==> config.mk <==
export PLATFORM = sky130hd
export DESIGN_NAME = clle_ram
export DESIGN_NICKNAME = d
export VERILOG_FILES = /design/src/design/clle_ram.sv
export SDC_FILE = /design/constraint.sdc
export NUM_CORES = 2
export LEC_CHECK = 0
export CAP_MARGIN = 20
export CORE_ASPECT_RATIO = 1.5
export CORE_MARGIN = 5
export CORE_UTILIZATION = 40
export DETAILED_ROUTE_END_ITERATION = 16
export DONT_BUFFER_PORTS = 1
export PLACE_DENSITY = 0.54
export SLEW_MARGIN = 5
export SYNTH_ARGS = -nofsm -noshare
export SYNTH_HDL_FRONTEND = slang
export SYNTH_SLANG_ARGS = --single-unit
==> constraint.sdc <==
create_clock -name clk -period 3.41 [get_ports clk]
set_input_delay 0 -clock clk [delete_from_list [all_inputs] [get_ports clk]]
set_output_delay 0 -clock clk [all_outputs]
set_load 0.02 [all_outputs]
==> src/design/clle_ram.sv <==
// Generic simple dual-port RAM: one write port, one registered read port.
`default_nettype none

module clle_ram #(
  parameter int WIDTH = 8,
  parameter int DEPTH = 256,
  localparam int ADDR_W = $clog2(DEPTH)
) (
  input  wire logic              clk,
  input  wire logic              we,
  input  wire logic [ADDR_W-1:0] waddr,
  input  wire logic [WIDTH-1:0]  wdata,
  input  wire logic [ADDR_W-1:0] raddr,
  output logic      [WIDTH-1:0]  rdata
);

  logic [WIDTH-1:0] mem [DEPTH];

  always_ff @(posedge clk) begin
    if (we) begin
      mem[waddr] <= wdata;
    end
    rdata <= mem[raddr];
  end

endmodule

`default_nettype wire

==> impl_results.md <==
- Syn Nets: 3,759
- Area share of fa/ha/maj cells after synthesis: 0%
- Final hold slack: 0.0521 ns
- Die Width: 374 um
- Switching power: 10.8 mW
- F_max: 0.312 GHz
- FP Rows: 200
- ANT nets after route: 0
- Xor/xnor share of the synthesized area: 0%
- Cell Pwr Density: 578 mW/mm^2
- Max cap viols: 0
- Fin crit period: 3.21 ns
- Post-layout nets: 3,969
- Synthesized area per cell: 21.3 um^2
- WL final: around 210,000 um
- CP Capture Type: flip-flop
- Initial cell density of the core: 40.2%
- Vias in the first global route: 39,778
- Netlist area before placement: 0.0796 mm^2
- Logic gate share of total power: 4.6%
- Reg power frac: a little over half
- Placeable core region: 0.198 mm^2
- Seq/Total Area, Yosys: approximately 78%
- DP HPWL: 116,000 um
- Required @ worst endpoint: 4.07 ns
- Top Ports: 34
- Crit-path max FO: 53
- Worst EP arrival: 3.87 ns
- First-pass GRT wire length: just under 300,000 um
- DR iter-0 viols: 3,575
- Chip Height: 556 um
- GPL Wtd Cong: 0.772
- Hold Crit Class: in -> reg
- Primary FF master, synth: edfxtp_1
- Pwr Total: 52.2 mW
- Async SR Flop Fraction: 0%
- Drt wl/cell: 31.4 um
- Clock latency at the later pin of the worst-skew pair: 0.83 ns
- TritonCTS clock tree: done
- RSZ-0062 raised after global routing: false
- Clock transition at path regs: 0.07 ns
- DR DRC count: 0
- Max Buffers Root-to-Sink: 4
- Flops & latches, synth: 2,056
- Synth cell types: 55
- Worst Setup Start Kind: primary input
- Slew headroom: approximately 5.4%
- Multi-input logic area: 0.0165 mm^2
- Final hold violations: 0
- Mux cell area share after synthesis: between 10 and 15%
- EDFF count, synth: just over 2,000
- Layout Area Growth over Synthesis: 13.5%
- Synth Area in Simple Gates: 2.63%
- Synthesis Warnings: 0
- Number of port buffers: 0
- Internal power: 41.4 mW
- Main combinational cell family by area after synthesis: multiplexers
- Vias: 38,425
- Total GRT Usage: 19.5%
- Worst slew pin tran: 1.42 ns
- Largest net degree at the start of global routing: 579
- Fin crit share: between 90% and 100%
- Post-synthesis compound-gate area fraction: under 10%
- Area leader, netlist: edfxtp_1
- Synth area leaders: edfxtp_1 77%, mux4_2 13%, mux2i_1 1.7%
- Cell count after synthesis: 3,733
- Outcome: completed
- # fillers: 16,374
- TritonCTS Buffers: 192
- Final Max Tran Viols: 0
- Post-layout util: 45.6%
- Finish-stage setup viols: 0
- Initial antenna violation count: 9
- Die area: about 0.21 mm^2
- Crit path kind: in -> reg
- Worst ir drop on vdd: 409 uV
- Register area: 0.0617 mm^2
- Clock sinks: 2,056
- Drt first pass iters: 8
- Via density: around 5.7
- Share of layout cells above drive strength 1: 23.8%
- Top-area cell type share of the netlist area: 77.3%
- Clock power share: 41.9%
- Clk_skew: roughly 0.044 ns
- Root Driver: clkbuf_16
- Switching Fraction: slightly above 20%
- Htree depth: 4
- GRT Residual Overflow: 0
- LEAKAGE: 27.8 nW
- Post-CTS setup buffers: 0
-- cell type report --
type | instances | area share (%)
diodes | 4 | 0.0111
clock buffers | 236 | 5.65
clock inverters | 104 | 1.36
inverters | 2 | 0.00831
multi-input cells | 1442 | 18.3
flip-flops and latches | 2056 | 68.3
well taps | 2626 | 3.64
repair buffers | 249 | 2.74
-- cells by family (layout without fill, tap and decap cells) --
family	after synthesis	after routing
AOI/OAI and AO/OA	385	385
muxes	591	591
DFF	2056	2056
buffers and inverters	235	591
other	0	4
and+or+nand+nor	466	466
-- power by group through the flow --
stage | clock [mW] | combinational (mW) | sequential, mW
6_report | 21.9 | 2.40 | 27.9
3_5_place_dp | 0 | 1.58 | 28.5
5_1_grt | 23.3 | 2.52 | 27.9
4_1_cts | 22.3 | 2.11 | 27.9
2_1_floorplan | 0 | 1.35 | 28.4
3_3_place_gp | 0 | 1.57 | 28.5
-- sequential cells by signal, summed over array words and instances (netlist names) --
name	flops
mem	2048
rdata	8
-- final timing paths --
| kind | from | to | slack, ns | cells after the start |
|---|---|---|---|---|
| worst min register to register | mem[19][0] | rdata[0] | 1.07 | 5 |
| worst min-delay path | waddr[2] | mem[161][2] | 0.05 | 4 |
| worst max-delay path | raddr[0] | rdata[3] | 0.20 | 12 |
| worst max register to register | mem[130][1] | rdata[1] | 0.22 | 8 |
-- synth_stat cells, types with 6 or more instances --
cell,count
a211oi_1,16
a21oi_1,96
a221oi_1,13
a22o_1,8
a22oi_1,133
and2_1,6
buf_1,22
buf_12,8
buf_2,31
buf_4,27
buf_6,21
buf_8,13
clkbuf_1,111
dfxtp_1,8
edfxtp_1,2048
mux2i_1,134
mux4_2,454
nand2_1,33
nand2b_1,8
nand3_1,34
nand4_1,10
nor2_1,282
nor2b_1,31
nor3_1,22
nor4_1,24
o211ai_1,10
o21ai_0,10
o221ai_1,46
o22ai_1,28
-- cell usage in the layout, fill, tap and decap left out, types with 33 or more instances in the layout --
cell / count
o221ai_1: 46
buf_4: 182
clkbuf_16: 204
mux4_2: 454
nand3_1: 34
nand2_1: 33
clkbuf_1: 34
edfxtp_1: 2048
mux2i_1: 134
a22oi_1: 133
nor2_1: 279
dlygate4sd3_1: 38
a21oi_1: 96
-- through the flow --
step           instances  instance area (um^2)  setup TNS, ns  setup WS (ns)
2_1_floorplan       3733                 79600              0           1.47
5_1_grt             6717                 90300              0         0.0215
3_5_place_dp        6310                 82900              0          0.474
3_3_place_gp        6305                 82800         -0.559         -0.329
6_report            6719                 90300              0          0.202
4_1_cts             6696                 89800              0         0.0754
-- routing by layer --
metal	part of all wire, %	GRT usage (%)	vias to the layer above
met1	39	25.1	20809
met3	5.5	2.90	330
li1	-	-	16079
met4	3.3	6.45	0
met2	52	34.3	1207
met5	0	0	-
-- repair_timing --
item | CTS | global route
resized for setup | 0 | 1
hold buffers | 46 | 1
hold endpoints to repair | 3035 | 1
setup endpoints to repair | 0 | 8
-- critical path, stage by stage --
cell and delay [ns]:
buf_16 0.35, buf_16 0.31, buf_16 0.28, buf_16 0.27
mux4_2 0.54, nand2b_1 0.16, a311oi_1 0.26, dlygate4sd3_1 0.59
o221ai_1 0.18, a211oi_1 0.22, dlygate4sd3_1 0.58, nor4_1 0.05
No activity file was read; power rests on OpenSTA's default activity.
