--- src/design/clle_pkg.sv ---
// Types, constants and helpers of the cursor linked list engine.
`default_nettype none

package clle_pkg;

  localparam int POOL_DEPTH    = 256;
  localparam int PAYLOAD_WIDTH = 32;
  localparam int IDX_W         = $clog2(POOL_DEPTH);
  localparam int LINK_W        = IDX_W + 1;
  localparam int COUNT_W       = $clog2(POOL_DEPTH + 1);
  localparam int OP_W          = 3;

  localparam logic [LINK_W-1:0]  NIL      = LINK_W'(POOL_DEPTH);
  localparam logic [COUNT_W-1:0] COUNT_FULL = COUNT_W'(POOL_DEPTH);

  typedef enum logic [OP_W-1:0] {
    OP_HEAD       = 3'd0,
    OP_TAIL       = 3'd1,
    OP_CURRENT    = 3'd2,
    OP_NEXT       = 3'd3,
    OP_PREV       = 3'd4,
    OP_INS_AFTER  = 3'd5,
    OP_INS_BEFORE = 3'd6,
    OP_REMOVE     = 3'd7
  } op_t;

  typedef enum logic [2:0] {
    ST_IDLE,
    ST_POP,
    ST_WR_NEW,
    ST_WR_LINK,
    ST_LOAD
  } state_t;

  typedef struct packed {
    logic                     we;
    logic [IDX_W-1:0]         waddr;
    logic [PAYLOAD_WIDTH-1:0] wdata;
    logic [IDX_W-1:0]         raddr;
  } pay_req_t;

  typedef struct packed {
    logic              we;
    logic [IDX_W-1:0]  waddr;
    logic [LINK_W-1:0] wdata;
    logic [IDX_W-1:0]  raddr;
  } link_req_t;

  typedef struct packed {
    logic             we;
    logic [IDX_W-1:0] waddr;
    logic [IDX_W-1:0] wdata;
    logic [IDX_W-1:0] raddr;
  } free_req_t;

  typedef struct packed {
    logic [PAYLOAD_WIDTH-1:0] payload;
    logic                     valid;
    logic [COUNT_W-1:0]       count;
    logic                     status;
  } result_t;

  function automatic logic is_live(input logic [LINK_W-1:0] idx);
    return idx < NIL;
  endfunction

endpackage

`default_nettype wire

--- src/design/clle_ctrl.sv ---
// Sequencer: cursor cache, list registers, free pool and memory requests.
`default_nettype none

module clle_ctrl import clle_pkg::*; (
  input  wire logic                     clk,
  input  wire logic                     rst,
  input  wire logic                     in_valid,
  output logic                          in_stall,
  input  wire logic [OP_W-1:0]          operation,
  input  wire logic [PAYLOAD_WIDTH-1:0] payload_in,
  input  wire logic                     obuf_full,
  output pay_req_t                      pay_req,
  output link_req_t                     next_req,
  output link_req_t                     prev_req,
  output free_req_t                     free_req,
  input  wire logic [PAYLOAD_WIDTH-1:0] pay_rdata,
  input  wire logic [LINK_W-1:0]        next_rdata,
  input  wire logic [LINK_W-1:0]        prev_rdata,
  input  wire logic [IDX_W-1:0]         free_rdata,
  output logic                          push,
  output result_t                       res
);

  state_t                   state, state_next;
  op_t                      op, op_in;
  logic [PAYLOAD_WIDTH-1:0] data;
  logic [IDX_W-1:0]         load_idx;
  logic [IDX_W-1:0]         alloc_idx;
  logic [LINK_W-1:0]        head, tail, cursor;
  logic [PAYLOAD_WIDTH-1:0] cur_payload;
  logic [LINK_W-1:0]        cur_next, cur_prev;
  logic [COUNT_W-1:0]       count, stack_top, fresh;

  logic              acc, full, is_ins, ins_go, rm_go, load_go;
  logic [LINK_W-1:0] tgt;
  logic [COUNT_W-1:0] stack_dec;

  assign op_in     = op_t'(operation);
  assign in_stall  = (state != ST_IDLE) || obuf_full;
  assign acc       = in_valid && !in_stall;
  assign full      = (count == COUNT_FULL);
  assign is_ins    = (op_in == OP_INS_AFTER) || (op_in == OP_INS_BEFORE);
  assign ins_go    = is_ins && !full;
  assign rm_go     = (op_in == OP_REMOVE) && is_live(cursor);
  assign stack_dec = stack_top - COUNT_W'(1);

  // Decode the entry an operation moves the cursor to.
  always_comb begin
    tgt = NIL;
    case (op_in)
      OP_HEAD: tgt = head;
      OP_TAIL: tgt = tail;
      OP_NEXT: tgt = is_live(cursor) ? cur_next : NIL;
      OP_PREV: tgt = is_live(cursor) ? cur_prev : NIL;
      OP_REMOVE: begin
        if (is_live(cursor)) begin
          tgt = is_live(cur_next) ? cur_next : cur_prev;
        end
      end
      default: tgt = NIL;
    endcase
  end

  assign load_go = is_live(tgt);

  always_comb begin
    state_next = state;
    case (state)
      ST_IDLE: begin
        if (acc) begin
          if (load_go) begin
            state_next = ST_LOAD;
          end else if (ins_go) begin
            state_next = (stack_top != '0) ? ST_POP : ST_WR_NEW;
          end
        end
      end
      ST_POP:     state_next = ST_WR_NEW;
      ST_WR_NEW:  state_next = is_live(cursor) ? ST_WR_LINK : ST_IDLE;
      ST_WR_LINK: state_next = ST_IDLE;
      ST_LOAD:    state_next = ST_IDLE;
      default:    state_next = ST_IDLE;
    endcase
  end

  always_comb begin
    pay_req        = '0;
    next_req       = '0;
    prev_req       = '0;
    free_req       = '0;
    pay_req.raddr  = tgt[IDX_W-1:0];
    next_req.raddr = tgt[IDX_W-1:0];
    prev_req.raddr = tgt[IDX_W-1:0];
    free_req.raddr = stack_dec[IDX_W-1:0];
    push           = 1'b0;
    res            = '0;
    case (state)
      ST_IDLE: begin
        if (acc && rm_go) begin
          // Unlink the cursor entry and return it to the free stack.
          next_req.we    = is_live(cur_prev);
          next_req.waddr = cur_prev[IDX_W-1:0];
          next_req.wdata = cur_next;
          prev_req.we    = is_live(cur_next);
          prev_req.waddr = cur_next[IDX_W-1:0];
          prev_req.wdata = cur_prev;
          free_req.we    = 1'b1;
          free_req.waddr = stack_top[IDX_W-1:0];
          free_req.wdata = cursor[IDX_W-1:0];
        end
        if (acc && !load_go && !ins_go) begin
          push       = 1'b1;
          res.count  = rm_go ? (count - COUNT_W'(1)) : count;
          res.status = is_ins;
          if (((op_in == OP_CURRENT) || is_ins) && is_live(cursor)) begin
            res.valid   = 1'b1;
            res.payload = cur_payload;
          end
        end
      end
      ST_WR_NEW: begin
        pay_req.we     = 1'b1;
        pay_req.waddr  = alloc_idx;
        pay_req.wdata  = data;
        next_req.we    = 1'b1;
        next_req.waddr = alloc_idx;
        prev_req.we    = 1'b1;
        prev_req.waddr = alloc_idx;
        if (!is_live(cursor)) begin
          next_req.wdata = NIL;
          prev_req.wdata = NIL;
          push           = 1'b1;
          res.payload    = data;
          res.valid      = 1'b1;
          res.count      = count + COUNT_W'(1);
        end else if (op == OP_INS_AFTER) begin
          next_req.wdata = cur_next;
          prev_req.wdata = cursor;
        end else begin
          next_req.wdata = cursor;
          prev_req.wdata = cur_prev;
        end
      end
      ST_WR_LINK: begin
        if (op == OP_INS_AFTER) begin
          next_req.we    = 1'b1;
          next_req.waddr = cursor[IDX_W-1:0];
          next_req.wdata = {1'b0, alloc_idx};
          prev_req.we    = is_live(cur_next);
          prev_req.waddr = cur_next[IDX_W-1:0];
          prev_req.wdata = {1'b0, alloc_idx};
        end else begin
          prev_req.we    = 1'b1;
          prev_req.waddr = cursor[IDX_W-1:0];
          prev_req.wdata = {1'b0, alloc_idx};
          next_req.we    = is_live(cur_prev);
          next_req.waddr = cur_prev[IDX_W-1:0];
          next_req.wdata = {1'b0, alloc_idx};
        end
        push        = 1'b1;
        res.payload = data;
        res.valid   = 1'b1;
        res.count   = count + COUNT_W'(1);
      end
      ST_LOAD: begin
        push        = 1'b1;
        res.payload = pay_rdata;
        res.valid   = 1'b1;
        res.count   = count;
      end
      default: begin
        push = 1'b0;
      end
    endcase
  end

  always_ff @(posedge clk) begin
    if (rst) begin
      state     <= ST_IDLE;
      head      <= NIL;
      tail      <= NIL;
      cursor    <= NIL;
      count     <= '0;
      stack_top <= '0;
      fresh     <= '0;
    end else begin
      state <= state_next;
      case (state)
        ST_IDLE: begin
          if (acc) begin
            op       <= op_in;
            data     <= payload_in;
            load_idx <= tgt[IDX_W-1:0];
            if (ins_go) begin
              if (stack_top == '0) begin
                alloc_idx <= fresh[IDX_W-1:0];
                fresh     <= fresh + COUNT_W'(1);
              end else begin
                stack_top <= stack_dec;
              end
            end
            if (rm_go) begin
              stack_top <= stack_top + COUNT_W'(1);
              count     <= count - COUNT_W'(1);
              if (!is_live(cur_prev)) begin
                head <= is_live(cur_next) ? cur_next : NIL;
              end
              if (!is_live(cur_next)) begin
                tail <= is_live(cur_prev) ? cur_prev : NIL;
              end
              if (!load_go) begin
                cursor <= NIL;
              end
            end
          end
        end
        ST_POP: begin
          alloc_idx <= free_rdata;
        end
        ST_WR_NEW: begin
          if (!is_live(cursor)) begin
            head        <= {1'b0, alloc_idx};
            tail        <= {1'b0, alloc_idx};
            cursor      <= {1'b0, alloc_idx};
            cur_payload <= data;
            cur_next    <= NIL;
            cur_prev    <= NIL;
            count       <= count + COUNT_W'(1);
          end
        end
        ST_WR_LINK: begin
          cursor      <= {1'b0, alloc_idx};
          cur_payload <= data;
          count       <= count + COUNT_W'(1);
          if (op == OP_INS_AFTER) begin
            cur_prev <= cursor;
            if (!is_live(cur_next)) begin
              tail <= {1'b0, alloc_idx};
            end
          end else begin
            cur_next <= cursor;
            if (!is_live(cur_prev)) begin
              head <= {1'b0, alloc_idx};
            end
          end
        end
        ST_LOAD: begin
          cursor      <= {1'b0, load_idx};
          cur_payload <= pay_rdata;
          // After a remove the link toward the removed entry was read stale.
          if (!((op == OP_REMOVE) && is_live(cur_next))) begin
            cur_prev <= prev_rdata;
          end
          if (!((op == OP_REMOVE) && !is_live(cur_next))) begin
            cur_next <= next_rdata;
          end
        end
        default: begin
          cursor <= cursor;
        end
      endcase
    end
  end

endmodule

`default_nettype wire

--- config.mk ---
export PLATFORM = sky130hd
export DESIGN_NAME = clle_ctrl
export DESIGN_NICKNAME = d
export VERILOG_FILES = /design/src/design/clle_pkg.sv /design/src/design/clle_ctrl.sv
export SDC_FILE = /design/constraint.sdc
export NUM_CORES = 1
export LEC_CHECK = 0
export BUFFER_PORTS_ARGS = -buffer_cell sky130_fd_sc_hd__buf_2
export CORE_ASPECT_RATIO = 0.8
export CORE_MARGIN = 2
export CORE_UTILIZATION = 52
export DETAILED_ROUTE_END_ITERATION = 16
export PLACE_DENSITY = 0.81
export SYNTH_ARGS = -nofsm -noshare
export SYNTH_HDL_FRONTEND = slang
export SYNTH_SLANG_ARGS = --single-unit
--- constraint.sdc ---
create_clock -name clk -period 8.1 [get_ports clk]
set_clock_uncertainty 0.2 [all_clocks]
set_input_delay 1.62 -clock clk [delete_from_list [all_inputs] [get_ports clk]]
set_output_delay 1.62 -clock clk [all_outputs]
set_load 0.005 [all_outputs]
==> flow_metrics.py <==
metrics = {
    "sta": {
        "finalCritPeriodShare_pct": 74.34,
        "fin_hold_ws_ns": 0.2499,
        "tns_ns": 0,
        "hold_viol": 0,
        "slew_viol_final": 0,
        "finalSetupViolCount": 0,
        "fmax_mhz": 166.1,
        "tightestPinTransition_ns": 1.256,
        "layout_min_cycle_time_ns": 6.022,
        "relSlewSlack_pct": 15.99,
        "rsz0062_at_grt": "false",
    },
    "drt": {
        "wl_per_cell_um": 21.31,
        "drt-pass1-iter-count": 5,
        "drt-total-wl_um": 29350,
        "drtIter0Drc": 1012,
        "vias_per_cell": 6.414,
        "drc_errors": 0,
        "vias": 8832,
        "antenna_left": 0,
    },
    "synthesis": {
        "yosys-top-cells-area": "edfxtp_1, dfxtp_1, a221o_1",
        "synth.distinct_cells": 72,
        "synth_flop_cell": "edfxtp_1",
        "syn_nets": 1037,
        "synth_most_common_cell": "edfxtp_1",
        "synth_common_cells": "edfxtp_1, a221o_1, and2_1",
        "synth_top_area_share_pct": 32.62,
        "postSynth.asyncResetShare_pct": 0,
        "netlist_instances": 933,
        "ys_seq_area_share_pct": 44.67,
        "synth_area_sq_mm": 0.009299,
        "ys_ff_latch": 157,
        "synth.avg_cell_area_sq_um": 9.967,
        "synth_edf_count": 101,
        "synth_warnings": 0,
        "yosysTopAreaCell": "edfxtp_1",
    },
    "cells_and_area": {
        "nNetsFinal": 1242,
        "final_area_sq_mm": 0.01116,
        "layout-drive-gt1-share_pct": 30.67,
        "utilization_pct": 64.04,
        "fill_cells": 1478,
        "syn_to_final_growth_pct": 20.05,
    },
    "floorplanning": {
        "start_util_pct": 53.34,
        "die-area_sq_mm": 0.01897,
        "io_pins": 268,
        "fp.dieH_um": 123.6,
        "fp.dieW_um": 153.5,
        "core-area_sq_mm": 0.01743,
        "num_rows": 43,
    },
    "clocking": {
        "clkLatencyLatePin_ns": 0.42,
        "cts_resized": 0,
        "post_cts.repair.setup_buffers": 0,
        "clkTransAtPathRegs_ns": 0.06,
        "clockBufferDepth": 2,
        "cts_buffers": 17,
        "htreeDepth": 4,
        "cts_tree": "yes",
        "root_buffer": "clkbuf_16",
        "cts_sinks": 157,
        "cts_hold_buf": 0,
    },
    "placement": {
        "hpwl_um": 20840,
        "placed_cell_area_sq_mm": 0.01055,
        "place_congestion": 0.9570,
        "port_buffers": 267,
    },
    "setup_path": {
        "crit_path_top_delay_cell": "nor3_4",
        "path_max_fanout": 32,
        "cp_cell_sequence": "buf_2 -> nor2b_1 -> o21ai_0 -> o311a_1 -> nor3_4 -> a221o_1 -> buf_2",
        "cpMostUsedCell": "buf_2",
        "cp-end-kind": "output pin",
        "crit_required_ns": 6.28,
        "cp.arrival_ns": 4.20,
        "crit_path_max_incr_delay_ns": 1.06,
        "reg2reg_setup_slack_ns": 4.34,
        "crit_type": "primary input to output pin",
        "setup.worst_path.start_class": "primary input",
    },
    "global_routing": {
        "use_met3_pct": 6.750,
        "use_met1_pct": 43.22,
        "gr-total-overflow": 0,
        "antenna_found_initial": 0,
        "grt_pass1_vias": 7859,
        "grt_pass1_wl_um": 43970,
        "grt_max_degree": 62,
        "grt_usage_pct": 29.60,
        "top_usage_layer": "met2",
        "globalRouteMet2Util_pct": 44.00,
    },
    "power_and_ir_drop": {
        "peakVddDrop_uv": 160.6,
        "p_leak_nw": 5.182,
        "p_per_area_mw_per_mm2": 175.7,
    },
    "outcome": {
        "status": "complete, no violations",
    },
    "job": {
        "max-cap-violations": 0,
    },
    "min_path": {
        "hold_path_class": "register to register",
    },
}
==> where the power goes <==
part	internal (mW)	total, mW	switching [mW]
logic	0.0971	0.241	0.144
registers	0.878	0.902	0.0246
clock network	0.487	0.819	0.332
==> stage by stage <==
step / setup WS (ns) / power [mW] / std cells
after floorplan: 3.031 / 1.054 / 933
after global placement: 2.332 / 1.148 / 1343
after detailed placement: 2.164 / 1.153 / 1343
after CTS: 2.163 / 1.961 / 1375
after global routing: 1.906 / 2.024 / 1376
final: 2.078 / 1.962 / 1377
==> final timing paths <==
path | from | to | depth (start not counted)
worst max register to register | state[0] | cur_payload[5] | 4
worst min-delay path | head[8] | head[8] | 2
worst min register to register | head[8] | head[8] | 2
worst max-delay path | operation[0] | res[20] | 7
==> routing by layer <==
metal / up-vias / part of all wire (%) / routed length [um]
met4: 0 / 2.6 / 762
li1: 3977 / - / -
met1: 4207 / 42 / 12230
met3: 67 / 11 / 3225
met5: - / 0 / 0
met2: 581 / 45 / 13130
==> layout by cell type (no fill, tap or decap), types with 13 or more instances in the layout <==
master and instances:
buf_2 267, edfxtp_1 101, a221o_1 88, and2_1 66, nand2_1 60, nor2_1 58
dfxtp_1 56, and3_1 43, a21oi_1 36, a21o_1 35, o21ai_0 29, nand3_1 24
nor3_1 23, mux2_2 19, or3_1 18, nor2b_1 17, clkbuf_16 17, a211o_1 16
xnor2_1 13
==> cells by family after synthesis <==
family                   Yosys count  synth area share [%]
flip-flops                       157                 44.67
AND/OR/NAND/NOR                  363                 21.69
buffers and inverters            102                 5.449
multiplexers                      31                 3.593
XOR/XNOR                          20                 1.965
AO/OA/AOI/OAI                    253                 21.69
adder cells (fa/ha/maj)            7                0.9418
==> flip-flops by register name, summed over array words and instances, names as in the netlist, 9 cells and up <==
name	count
cur_payload	32
data	32
count	9
cur_next	9
cur_prev	9
cursor	9
head	9
stack_top	9
tail	9
==> final cells by class <==
cell class / count / area, sq um / share of cell area, %
Multi-Input combinational cell: 674 / 4672 / 41.85
Sequential cell: 157 / 4154 / 37.21
Timing Repair Buffer: 275 / 1404 / 12.58
Clock buffer: 19 / 432.9 / 3.878
Tap cell: 225 / 281.5 / 2.522
Clock inverter: 13 / 167.7 / 1.502
Inverter: 13 / 48.80 / 0.4371
Antenna cell: 1 / 2.502 / 0.02242
==> critical path: cells and delay by family <==
family	cells	cell delay, ns
buffers and inverters	2	0.53
AOI/OAI and AO/OA	3	0.75
and+or+nand+nor	2	1.28
No activity file was read; power rests on OpenSTA's default activity.
