**src/design/clle_pkg.sv**
```systemverilog
// Types, constants and helpers of the cursor linked list engine.
`default_nettype none

package clle_pkg;

  localparam int POOL_DEPTH    = 256;
  localparam int PAYLOAD_WIDTH = 32;
  localparam int IDX_W         = $clog2(POOL_DEPTH);
  localparam int LINK_W        = IDX_W + 1;
  localparam int COUNT_W       = $clog2(POOL_DEPTH + 1);
  localparam int OP_W          = 3;

  localparam logic [LINK_W-1:0]  NIL      = LINK_W'(POOL_DEPTH);
  localparam logic [COUNT_W-1:0] COUNT_FULL = COUNT_W'(POOL_DEPTH);

  typedef enum logic [OP_W-1:0] {
    OP_HEAD       = 3'd0,
    OP_TAIL       = 3'd1,
    OP_CURRENT    = 3'd2,
    OP_NEXT       = 3'd3,
    OP_PREV       = 3'd4,
    OP_INS_AFTER  = 3'd5,
    OP_INS_BEFORE = 3'd6,
    OP_REMOVE     = 3'd7
  } op_t;

  typedef enum logic [2:0] {
    ST_IDLE,
    ST_POP,
    ST_WR_NEW,
    ST_WR_LINK,
    ST_LOAD
  } state_t;

  typedef struct packed {
    logic                     we;
    logic [IDX_W-1:0]         waddr;
    logic [PAYLOAD_WIDTH-1:0] wdata;
    logic [IDX_W-1:0]         raddr;
  } pay_req_t;

  typedef struct packed {
    logic              we;
    logic [IDX_W-1:0]  waddr;
    logic [LINK_W-1:0] wdata;
    logic [IDX_W-1:0]  raddr;
  } link_req_t;

  typedef struct packed {
    logic             we;
    logic [IDX_W-1:0] waddr;
    logic [IDX_W-1:0] wdata;
    logic [IDX_W-1:0] raddr;
  } free_req_t;

  typedef struct packed {
    logic [PAYLOAD_WIDTH-1:0] payload;
    logic                     valid;
    logic [COUNT_W-1:0]       count;
    logic                     status;
  } result_t;

  function automatic logic is_live(input logic [LINK_W-1:0] idx);
    return idx < NIL;
  endfunction

endpackage

`default_nettype wire

```
**src/design/clle_obuf.sv**
```systemverilog
// Two-entry result buffer: output register plus one skid entry.
`default_nettype none

module clle_obuf import clle_pkg::*; (
  input  wire logic    clk,
  input  wire logic    rst,
  input  wire logic    push,
  input  wire result_t res,
  input  wire logic    out_stall,
  output logic         out_valid,
  output result_t      out_res,
  output logic         full
);

  result_t pend;
  logic    out_free;

  assign out_free = !out_valid || !out_stall;

  always_ff @(posedge clk) begin
    if (rst) begin
      out_valid <= 1'b0;
      full      <= 1'b0;
    end else if (out_free) begin
      out_valid <= full || push;
      out_res   <= full ? pend : res;
      full      <= 1'b0;
    end else if (push) begin
      pend <= res;
      full <= 1'b1;
    end
  end

endmodule

`default_nettype wire

```
**config.mk**
```make
export PLATFORM = sky130hd
export DESIGN_NAME = clle_obuf
export DESIGN_NICKNAME = d
export VERILOG_FILES = /design/src/design/clle_pkg.sv /design/src/design/clle_obuf.sv
export SDC_FILE = /design/constraint.sdc
export NUM_CORES = 1
export LEC_CHECK = 0
export ABC_AREA = 1
export BUFFER_PORTS_ARGS = -buffer_cell sky130_fd_sc_hd__buf_2
export CAP_MARGIN = 20
export CORE_ASPECT_RATIO = 1.5
export CORE_MARGIN = 2
export CORE_UTILIZATION = 35
export DETAILED_ROUTE_END_ITERATION = 12
export SYNTH_ARGS = -nofsm -noshare
export SYNTH_HDL_FRONTEND = slang
export SYNTH_SLANG_ARGS = --single-unit
```
**constraint.sdc**
```tcl
create_clock -name clk -period 2.7 [get_ports clk]
set_input_delay 0 -clock clk [delete_from_list [all_inputs] [get_ports clk]]
set_output_delay 0 -clock clk [all_outputs]
set_load 0.02 [all_outputs]
```
==> results.yml, run 1 <==
floorplan:
  rows: 43
  num_io_pins: 92
  die_w_um: 83.5
  design.die.area_sq_um: 10300
  start_util_pct: 35.8
  die_y_um: 123
  coreArea_sq_um: 9250
logic_synthesis:
  synth_seq_area_share_pct: 79.1
  syn_nets: 283
  synthDistinctLibCells: 14
  synthTopCellsByArea: "edfxtp_1 (78%), inv_1 (5.1%), nand2_1 (5.0%)"
  yosysTopAreaCell: "edfxtp_1"
  ys_ff_latch: 88
  yosys_warnings: 0
  synth_area_sq_um: 3320
  post_synth_inst_count: 236
  syn_area_per_cell_sq_um: 14.1
  synth.top_cell.area_share_pct: 77.9
placed_design:
  port_buffers: 91
  place_congestion: 0.716
  hpwl_mm: 4.01
route:
  viasPerCell: 4.25
  wl_per_cell_um: 12.4
  firstDrtPassIters: 4
  drt_wl_total_mm: 6.12
  vias: 2106
  remaining_drc_errors: 0
  ant_nets: 0
  drt_iter0_markers: 85
pwr:
  power.leakage_nw: 1.88
  ir_drop_mv: 0.330
  powerDensity_nw_per_um2: 643
final_layout:
  num_antenna_cells: 0
  area_growth_syn_to_layout_pct: 38.9
  finish.utilization_pct: 49.8
  drive_gt1_share_pct: 30.8
  fin_nets: 425
global_route:
  grt_pass1_wl_mm: 9.59
  grt_pass1_vias: 2024
  overflow: 0
  grt.total_usage_pct: 12.4
  antenna_found_initial: 0
  grt_max_degree: 58
worst_setup_path:
  critPathLaunchType: "flop"
  crit_required_ns: 2.72
  critPathCaptureType: "flop"
  critPathMaxStageDelay_ns: 0.51
  cp_data_arrival_time_ns: 1.80
  ff2ff_setup_slack_ns: 0.93
  cp_cell_sequence: "nand3_1 > nor2_4 > buf_4"
  cpMaxStageDelayCell: "nor2_4"
  r2r_cells: 3
  critPathKind: "reg -> reg"
  critPathMaxFanout: 20
timing:
  period_needed_ns: 1.77
  fmax_mhz: 564
  post-route-period-util_pct: 65.6
  grt_setup_unrepaired: "false"
  hold_viol_final: 0
  finalSetupTns_ns: 0
  maxSlewViolCount: 0
  relSlewSlack_pct: 60.7
  fin_skew_ns: 0.00407
  tightest_slew_ns: 0.588
  setup-violations-final: 0
clock_network:
  cts_buffer_depth: 2
  cts_htree_levels: 3
  clk_pin_slew_ns: 0.06
  clkSinkCount: 88
  cts_tree: "built"
  clkLatencyLatePin_ns: 0.33
  cts_root_buffer: "clkbuf_16"
  post_cts_buffers: 0
  numCtsBuffers: 9
job:
  maxCapViolations: 0
run_status:
  status: "complete, no violations"
min_path:
  min_path_type: "in -> reg"
  hold-path-cell-count: 2
-- critical path: cells and delay by family (launching register included) --
family | cells | cell delay, ns
flops | 1 | 0.40
simple gates | 2 | 0.70
buf+inv | 1 | 0.35
-- flip-flops by register name, indices dropped and copies added (netlist names) --
name and flops:
out_res 43, pend 43, full 1, out_valid 1
-- per-stage QoR --
stage	worst slack (ns)	instance area [sq um]	hold WS (ns)	std cells	power, mW
after floorplan	0.521	3320	0.0989	236	1.74
after global placement	0.970	3890	0.192	434	1.83
after detailed placement	0.885	3890	0.195	434	1.84
after CTS	0.875	4610	0.0478	495	3.00
after global routing	0.807	4610	0.0641	495	3.08
final	0.928	4610	0.0552	495	2.96
-- kinds of logic after synthesis --
kind of cell           count (synthesis)  share of synthesized area, %
buffers and inverters                 55                          7.77
and+or+nand+nor                       48                          5.47
AOI/OAI and AO/OA                     45                          7.70
DFF                                   88                          79.1
-- report_power, final --
group | total [mW] | switching [mW] | internal [mW] | leakage, nW
combinational | 0.269 | 0.150 | 0.119 | 0.925
clock | 1.10 | 0.457 | 0.648 | 0.128
sequential | 1.59 | 0.0178 | 1.57 | 0.822
total | 2.96 | 0.624 | 2.34 | 1.88
-- layout make-up --
| type | count | area (sq um) |
|---|---|---|
| Fill cell | 860 | 4650 |
| Multi-Input combinational cell | 93 | 455 |
| Sequential cell | 88 | 2620 |
| Timing Repair Buffer | 141 | 956 |
| Clock inverter | 1 | 5.00 |
| Clock buffer | 15 | 258 |
| Tap cell | 112 | 140 |
| Inverter | 45 | 169 |
-- cells in the mapped netlist --
cell      count
dfxtp_1       2
o21ai_2       8
buf_4         1
o21ai_1      12
inv_1        45
nand3_1       1
buf_6         1
buf_8         3
o21ai_0      24
nor2_1        3
a21oi_1       1
edfxtp_1     86
nand2_1      44
buf_2         5
-- routing by layer --
metal,vias to the layer above,wire (um),GRT usage [%]
met5,-,0,0
met4,0,156,6.45
met3,10,340,4.47
met2,63,3070,21.0
met1,953,2550,13.8
li1,1080,-,-
-- cell usage in the layout, fill, tap and decap left out, types with 2 or more instances in the layout --
cell / instances
inv_1: 45
o21ai_0: 24
buf_2: 91
nand2_1: 44
o21ai_1: 12
clkbuf_16: 9
edfxtp_1: 86
clkbuf_1: 5
nor2_1: 2
buf_4: 4
o21ai_2: 8
dlygate4sd3_1: 45
-- repair_timing --
| action | CTS | global route |
|---|---|---|
| endpoints found under the hold margin | 57 | 0 |
| resized for setup | 0 | 0 |
| hold buffers | 45 | 0 |
-- path summary, 6_finish.rpt --
check / from / to
max: out_valid / pend[34]
min: rst / out_res[15]
max reg2reg: out_valid / pend[34]
min reg2reg: pend[35] / out_res[35]
Power figures use the tool's default switching activity.
==> inputs of run 2 (changes only) <==
- clock period: 2.7 -> 1.42 ns (I/O delays scaled with it)
==> run 2 against run 1 <==
- hold slack worse by 0.031 ns
- highest routed layer unchanged
- register-to-register slack worse by 0.69 ns
- clock skew is 0.00056 ns higher
- flip-flop and latch count stayed put
- power is 98% higher
- clock-buffer cell count is 5 lower
- utilization is 0.91 points higher
- sequential share of layout area is 0.88 points lower
- largest cell class unchanged
- critical path depth stayed put
==> results.yml, run 2 (synthesis gave the netlist of run 1 again) <==
final_layout:
  drive_gt1_share_pct: 32.2
  regArea_sq_um: 2630
  area_growth_syn_to_layout_pct: 41.4
  largestRegisters: "out_res: 43 flops, pend: 43 flops"
  fillers: 850
  design_area_sq_um: 4690
  final_cell_mix: "buf_2 (91), edfxtp_1 (86), inv_1 (45), dlygate4sd3_1 (45), nand2_1 (44)"
  multi_input_area_sq_um: 468
  fin_cells: 494
  layout_commonest_cell: "buf_2"
  num_antenna_cells: 0
  fin_nets: 424
floorplan:
  design.die.area_sq_um: 10300
  rows: 43
  die_y_um: 123
  coreArea_sq_um: 9250
  num_io_pins: 92
  die_w_um: 83.5
  start_util_pct: 35.8
timing:
  setup-violations-final: 0
  post-route-period-util_pct: 83.4
  fmax_mhz: 844
  maxSlewViolCount: 0
  tightest_slew_ns: 0.254
  hold_viol_final: 0
  grt_setup_unrepaired: "false"
  period_needed_ns: 1.18
  relSlewSlack_pct: 83.1
  fin_skew_ns: 0.00463
min_path:
  min_path_type: "in -> reg"
  min_from: "rst"
  hold-path-cell-count: 4
  whs_endpoint: "out_valid"
run_status:
  status: "complete, no violations"
worst_setup_path:
  cp_cell_sequence: "nand3_4 > nor2_4 > buf_12"
  crit_cells: 3
  path_delay_family: "flip-flops"
  crit_required_ns: 1.44
  ff2ff_setup_slack_ns: 0.24
  critPathMaxStageDelay_ns: 0.38
  critPathKind: "reg -> reg"
  r2r_end: "pend[10]"
  cp_data_arrival_time_ns: 1.21
  crit_buf_inv: 1
  critPathLaunchType: "flop"
  r2r-start: "out_valid"
  critPathMaxFanout: 43
  r2r_cells: 3
  critPathCaptureType: "flop"
  cpMaxStageDelayCell: "dfxtp_4"
pwr:
  p_total_mw: 5.87
  powerDensity_nw_per_um2: 1250
  ir_drop_mv: 0.795
  power.leakage_nw: 1.89
clock_network:
  numCtsBuffers: 9
  clkLatencyLatePin_ns: 0.33
  cts_htree_levels: 3
  cts_tree: "built"
  cts_buffer_depth: 2
  cts_root_buffer: "clkbuf_16"
  clkSinkCount: 88
  clk_pin_slew_ns: 0.06
placed_design:
  place_area_sq_um: 3940
  place_congestion: 0.631
  dp_cells: 433
  port_buffers: 91
  hpwl_mm: 3.82
global_route:
  grt.total_usage_pct: 11.9
  antenna_found_initial: 0
  overflow: 0
  grt_pass1_vias: 1915
  grt_pass1_wl_mm: 9.22
  grt_max_degree: 44
route:
  vias: 2083
  wl_per_cell_um: 12.5
  ant_nets: 0
  drt_wl_total_mm: 6.18
  remaining_drc_errors: 0
  viasPerCell: 4.22
  drt_iter0_markers: 131
  firstDrtPassIters: 4
job:
  maxCapViolations: 0
run 2: cell count changes in the layout (fill, tap and decap cells not counted), moves of 2 or more:
cell,previous run,this run
clkinvlp_4,0,4
clkbuf_1,5,1
buf_4,4,0
dfxtp_4,0,2
buf_12,1,4
run 2: power breakdown:
group / switching, mW / total, mW / internal, mW
Sequential: 0.0315 / 3.01 / 2.98
Clock: 0.972 / 2.34 / 1.37
Combinational: 0.289 / 0.523 / 0.234
run 2: metal layers:
| layer | up-vias | track usage, % | part of all wire (%) |
|---|---|---|---|
| li1 | 1081 | - | - |
| met1 | 933 | 13.4 | 41 |
| met2 | 57 | 20.4 | 52 |
| met3 | 12 | 3.00 | 4.7 |
| met4 | 0 | 7.26 | 2.5 |
| met5 | - | 0 | 0 |
run 2: per-stage QoR:
stage / TNS, ns / util (%) / hold WS, ns / setup slack, ns
global route: 0 / 50.7 / 0.0579 / 0.166
finish: 0 / 50.7 / 0.0240 / 0.235
global placement: 0 / 42.6 / 0.193 / 0.250
floorplan: -11.49 / - / 0.0989 / -0.144
detailed placement: 0 / 42.6 / 0.192 / 0.234
CTS: 0 / 50.7 / 0.00413 / 0.217
run 2: tightest hold or removal path, delay by kind of cell:
| kind | cells | cell delay, ns |
|---|---|---|
| AOI/OAI and AO/OA | 1 | 0.08 |
| buffers and inverters | 2 | 0.20 |
| and+or+nand+nor | 1 | 0.05 |
run 2: worst max path at each step:
stage | start | end
floorplan | out_valid | pend[0]
finish | out_valid | pend[10]
detailed placement | out_valid | pend[19]
global route | full | full
CTS | full | full
global placement | out_valid | pend[15]
run 2: area by class of cell:
cell class	count	share of cell area, %
Inverter	45	3.60
Sequential cell	88	56.1
Clock buffer	10	4.88
Multi-Input combinational cell	93	9.98
Tap cell	112	2.99
Timing Repair Buffer	140	21.0
Clock inverter	6	1.47
run 2: what timing repair did:
| action | CTS | global route |
|---|---|---|
| hold buffers | 45 | 0 |
| gates resized for setup | 0 | 0 |
| setup buffers | 0 | 0 |
| hold endpoints to repair | 62 | 0 |
==> inputs of run 3 (changes only) <==
- clock period: 1.42 -> 1.2 ns (I/O delays scaled with it)
==> run 3 against run 2 <==
- via count down 0.19%
- first-iteration DRC count shrank 1.5%
- sequential power up 18%
- cell area up 0.80%
- hold slack worse by 0.011 ns
- final cell count rose by 0.40%
- power up 21%
- clock skew grew 0.00092 ns
- setup slack got worse by 0.18 ns
- clock-buffer cell count fell by 1
- largest cell class unchanged
==> results.yml, run 3 (synthesis gave the netlist of run 1 again) <==
run_status:
  status: "complete, no violations"
clock_network:
  cts_buffer_depth: 2
  cts-resized-gates: 0
  cts_htree_levels: 3
  numCtsBuffers: 9
  cts_root_buffer: "clkbuf_16"
  cts_tree: "built"
  clk_pin_slew_ns: 0.06
  clkSinkCount: 88
  clkLatencyLatePin_ns: 0.34
floorplan:
  die_y_um: 123
  design.die.area_sq_um: 10300
  die_w_um: 83.5
  rows: 43
  num_io_pins: 92
  start_util_pct: 35.8
  coreArea_sq_um: 9250
pwr:
  power.leakage_nw: 1.92
  powerDensity_nw_per_um2: 1510
  ir_drop_mv: 0.735
timing:
  post-route-period-util_pct: 95.0
  maxSlewViolCount: 0
  setup-violations-final: 0
  relSlewSlack_pct: 84.4
  fmax_mhz: 877
  timing.hold.ws_ns: 0.0132
  grt_setup_unrepaired: "true"
  period_needed_ns: 1.14
  fin_skew_ns: 0.00555
  tightest_slew_ns: 0.234
  final.setup.worst_slack_ns: 0.0600
  hold_viol_final: 0
global_route:
  grt_max_degree: 57
  grt.total_usage_pct: 12.3
  overflow: 0
  grt_pass1_vias: 1899
  grt_pass1_wl_mm: 9.39
  antenna_found_initial: 0
final_layout:
  largestRegisters: "out_res: 43 flops, pend: 43 flops"
  drive_gt1_share_pct: 32.6
  fin_nets: 426
  finish.utilization_pct: 51.1
  area_growth_syn_to_layout_pct: 42.5
  final_cell_mix: "buf_2 (91), edfxtp_1 (86), inv_1 (45), dlygate4sd3_1 (45), nand2_1 (44)"
  num_antenna_cells: 0
  fillers: 826
  fin_cells: 496
  layout_commonest_cell: "buf_2"
  design_area_sq_um: 4730
worst_setup_path:
  r2r_end: "pend[9]"
  cp_data_arrival_time_ns: 1.18
  critPathCaptureType: "flop"
  crit_required_ns: 1.24
  critPathMaxFanout: 13
  critPathLaunchType: "flop"
  critPathCapture: "pend[9]"
  critPathKind: "reg -> reg"
  critPathLaunch: "out_valid"
  r2r_cells: 3
  ff2ff_setup_slack_ns: 0.06
  r2r-start: "out_valid"
placed_design:
  port_buffers: 91
  place_congestion: 0.668
  place_area_sq_um: 3960
  dp_worst_setup_slack_ns: 0.0509
  dp_cells: 435
  hpwl_mm: 3.98
route:
  vias: 2079
  wl_per_cell_um: 12.4
  ant_nets: 0
  firstDrtPassIters: 4
  drt_iter0_markers: 129
  drt_wl_total_mm: 6.14
  viasPerCell: 4.19
  remaining_drc_errors: 0
min_path:
  min_path_type: "in -> reg"
  min_from: "rst"
job:
  maxCapViolations: 0
==> run 3: metal layers <==
metal  GRT usage [%]  vias up  wire length [um]
met1            14.3      928              2570
met2            20.1       53              3120
met3            3.20       12               277
li1                -     1086                 -
met4            8.47        0               180
met5               0        -                 0
==> run 3: how the worst min path moves through the flow <==
stage	endpoint	slack [ns]	cells past startpoint
6_report	full	0.01	4
5_1_grt	full	0.02	4
2_1_floorplan	pend[0]	0.1	0
3_3_place_gp	pend[9]	0.19	1
3_5_place_dp	pend[27]	0.19	1
4_1_cts	full	0.002	4
==> run 3: power breakdown <==
| part | switching, mW | internal (mW) | total [mW] |
|---|---|---|---|
| sequential | 0.0348 | 3.52 | 3.56 |
| clock | 1.12 | 1.83 | 2.94 |
| combinational | 0.349 | 0.281 | 0.630 |
==> run 3: stage by stage <==
stage	TNS (ns)	power, mW
5_1_grt	-0.0121	7.41
3_3_place_gp	0	4.14
6_report	0	7.13
2_1_floorplan	-30.41	3.91
3_5_place_dp	0	4.15
4_1_cts	0	7.25
==> run 3: final cells by class <==
class                           count  area [sq um]  area share, %
Clock buffer                        9           225           4.76
Inverter                           45           169           3.57
Sequential cell                    88          2630           55.6
Multi-Input combinational cell     93           468           9.90
Clock inverter                      7          95.1           2.01
Timing Repair Buffer              142          1000           21.2
Tap cell                          112           140           2.96
==> run 3: timing repair <==
action	4_1_cts	5_1_grt
endpoints found under the hold margin	63	0
buffers inserted	0	0
hold buffers	45	0
endpoints found under the setup margin	0	3
==> run 3: critical path: stages (launching register included) <==
cell and delay [ns]:
dfxtp_4 0.37, nand3_4 0.09, nor2_4 0.14, buf_4 0.23
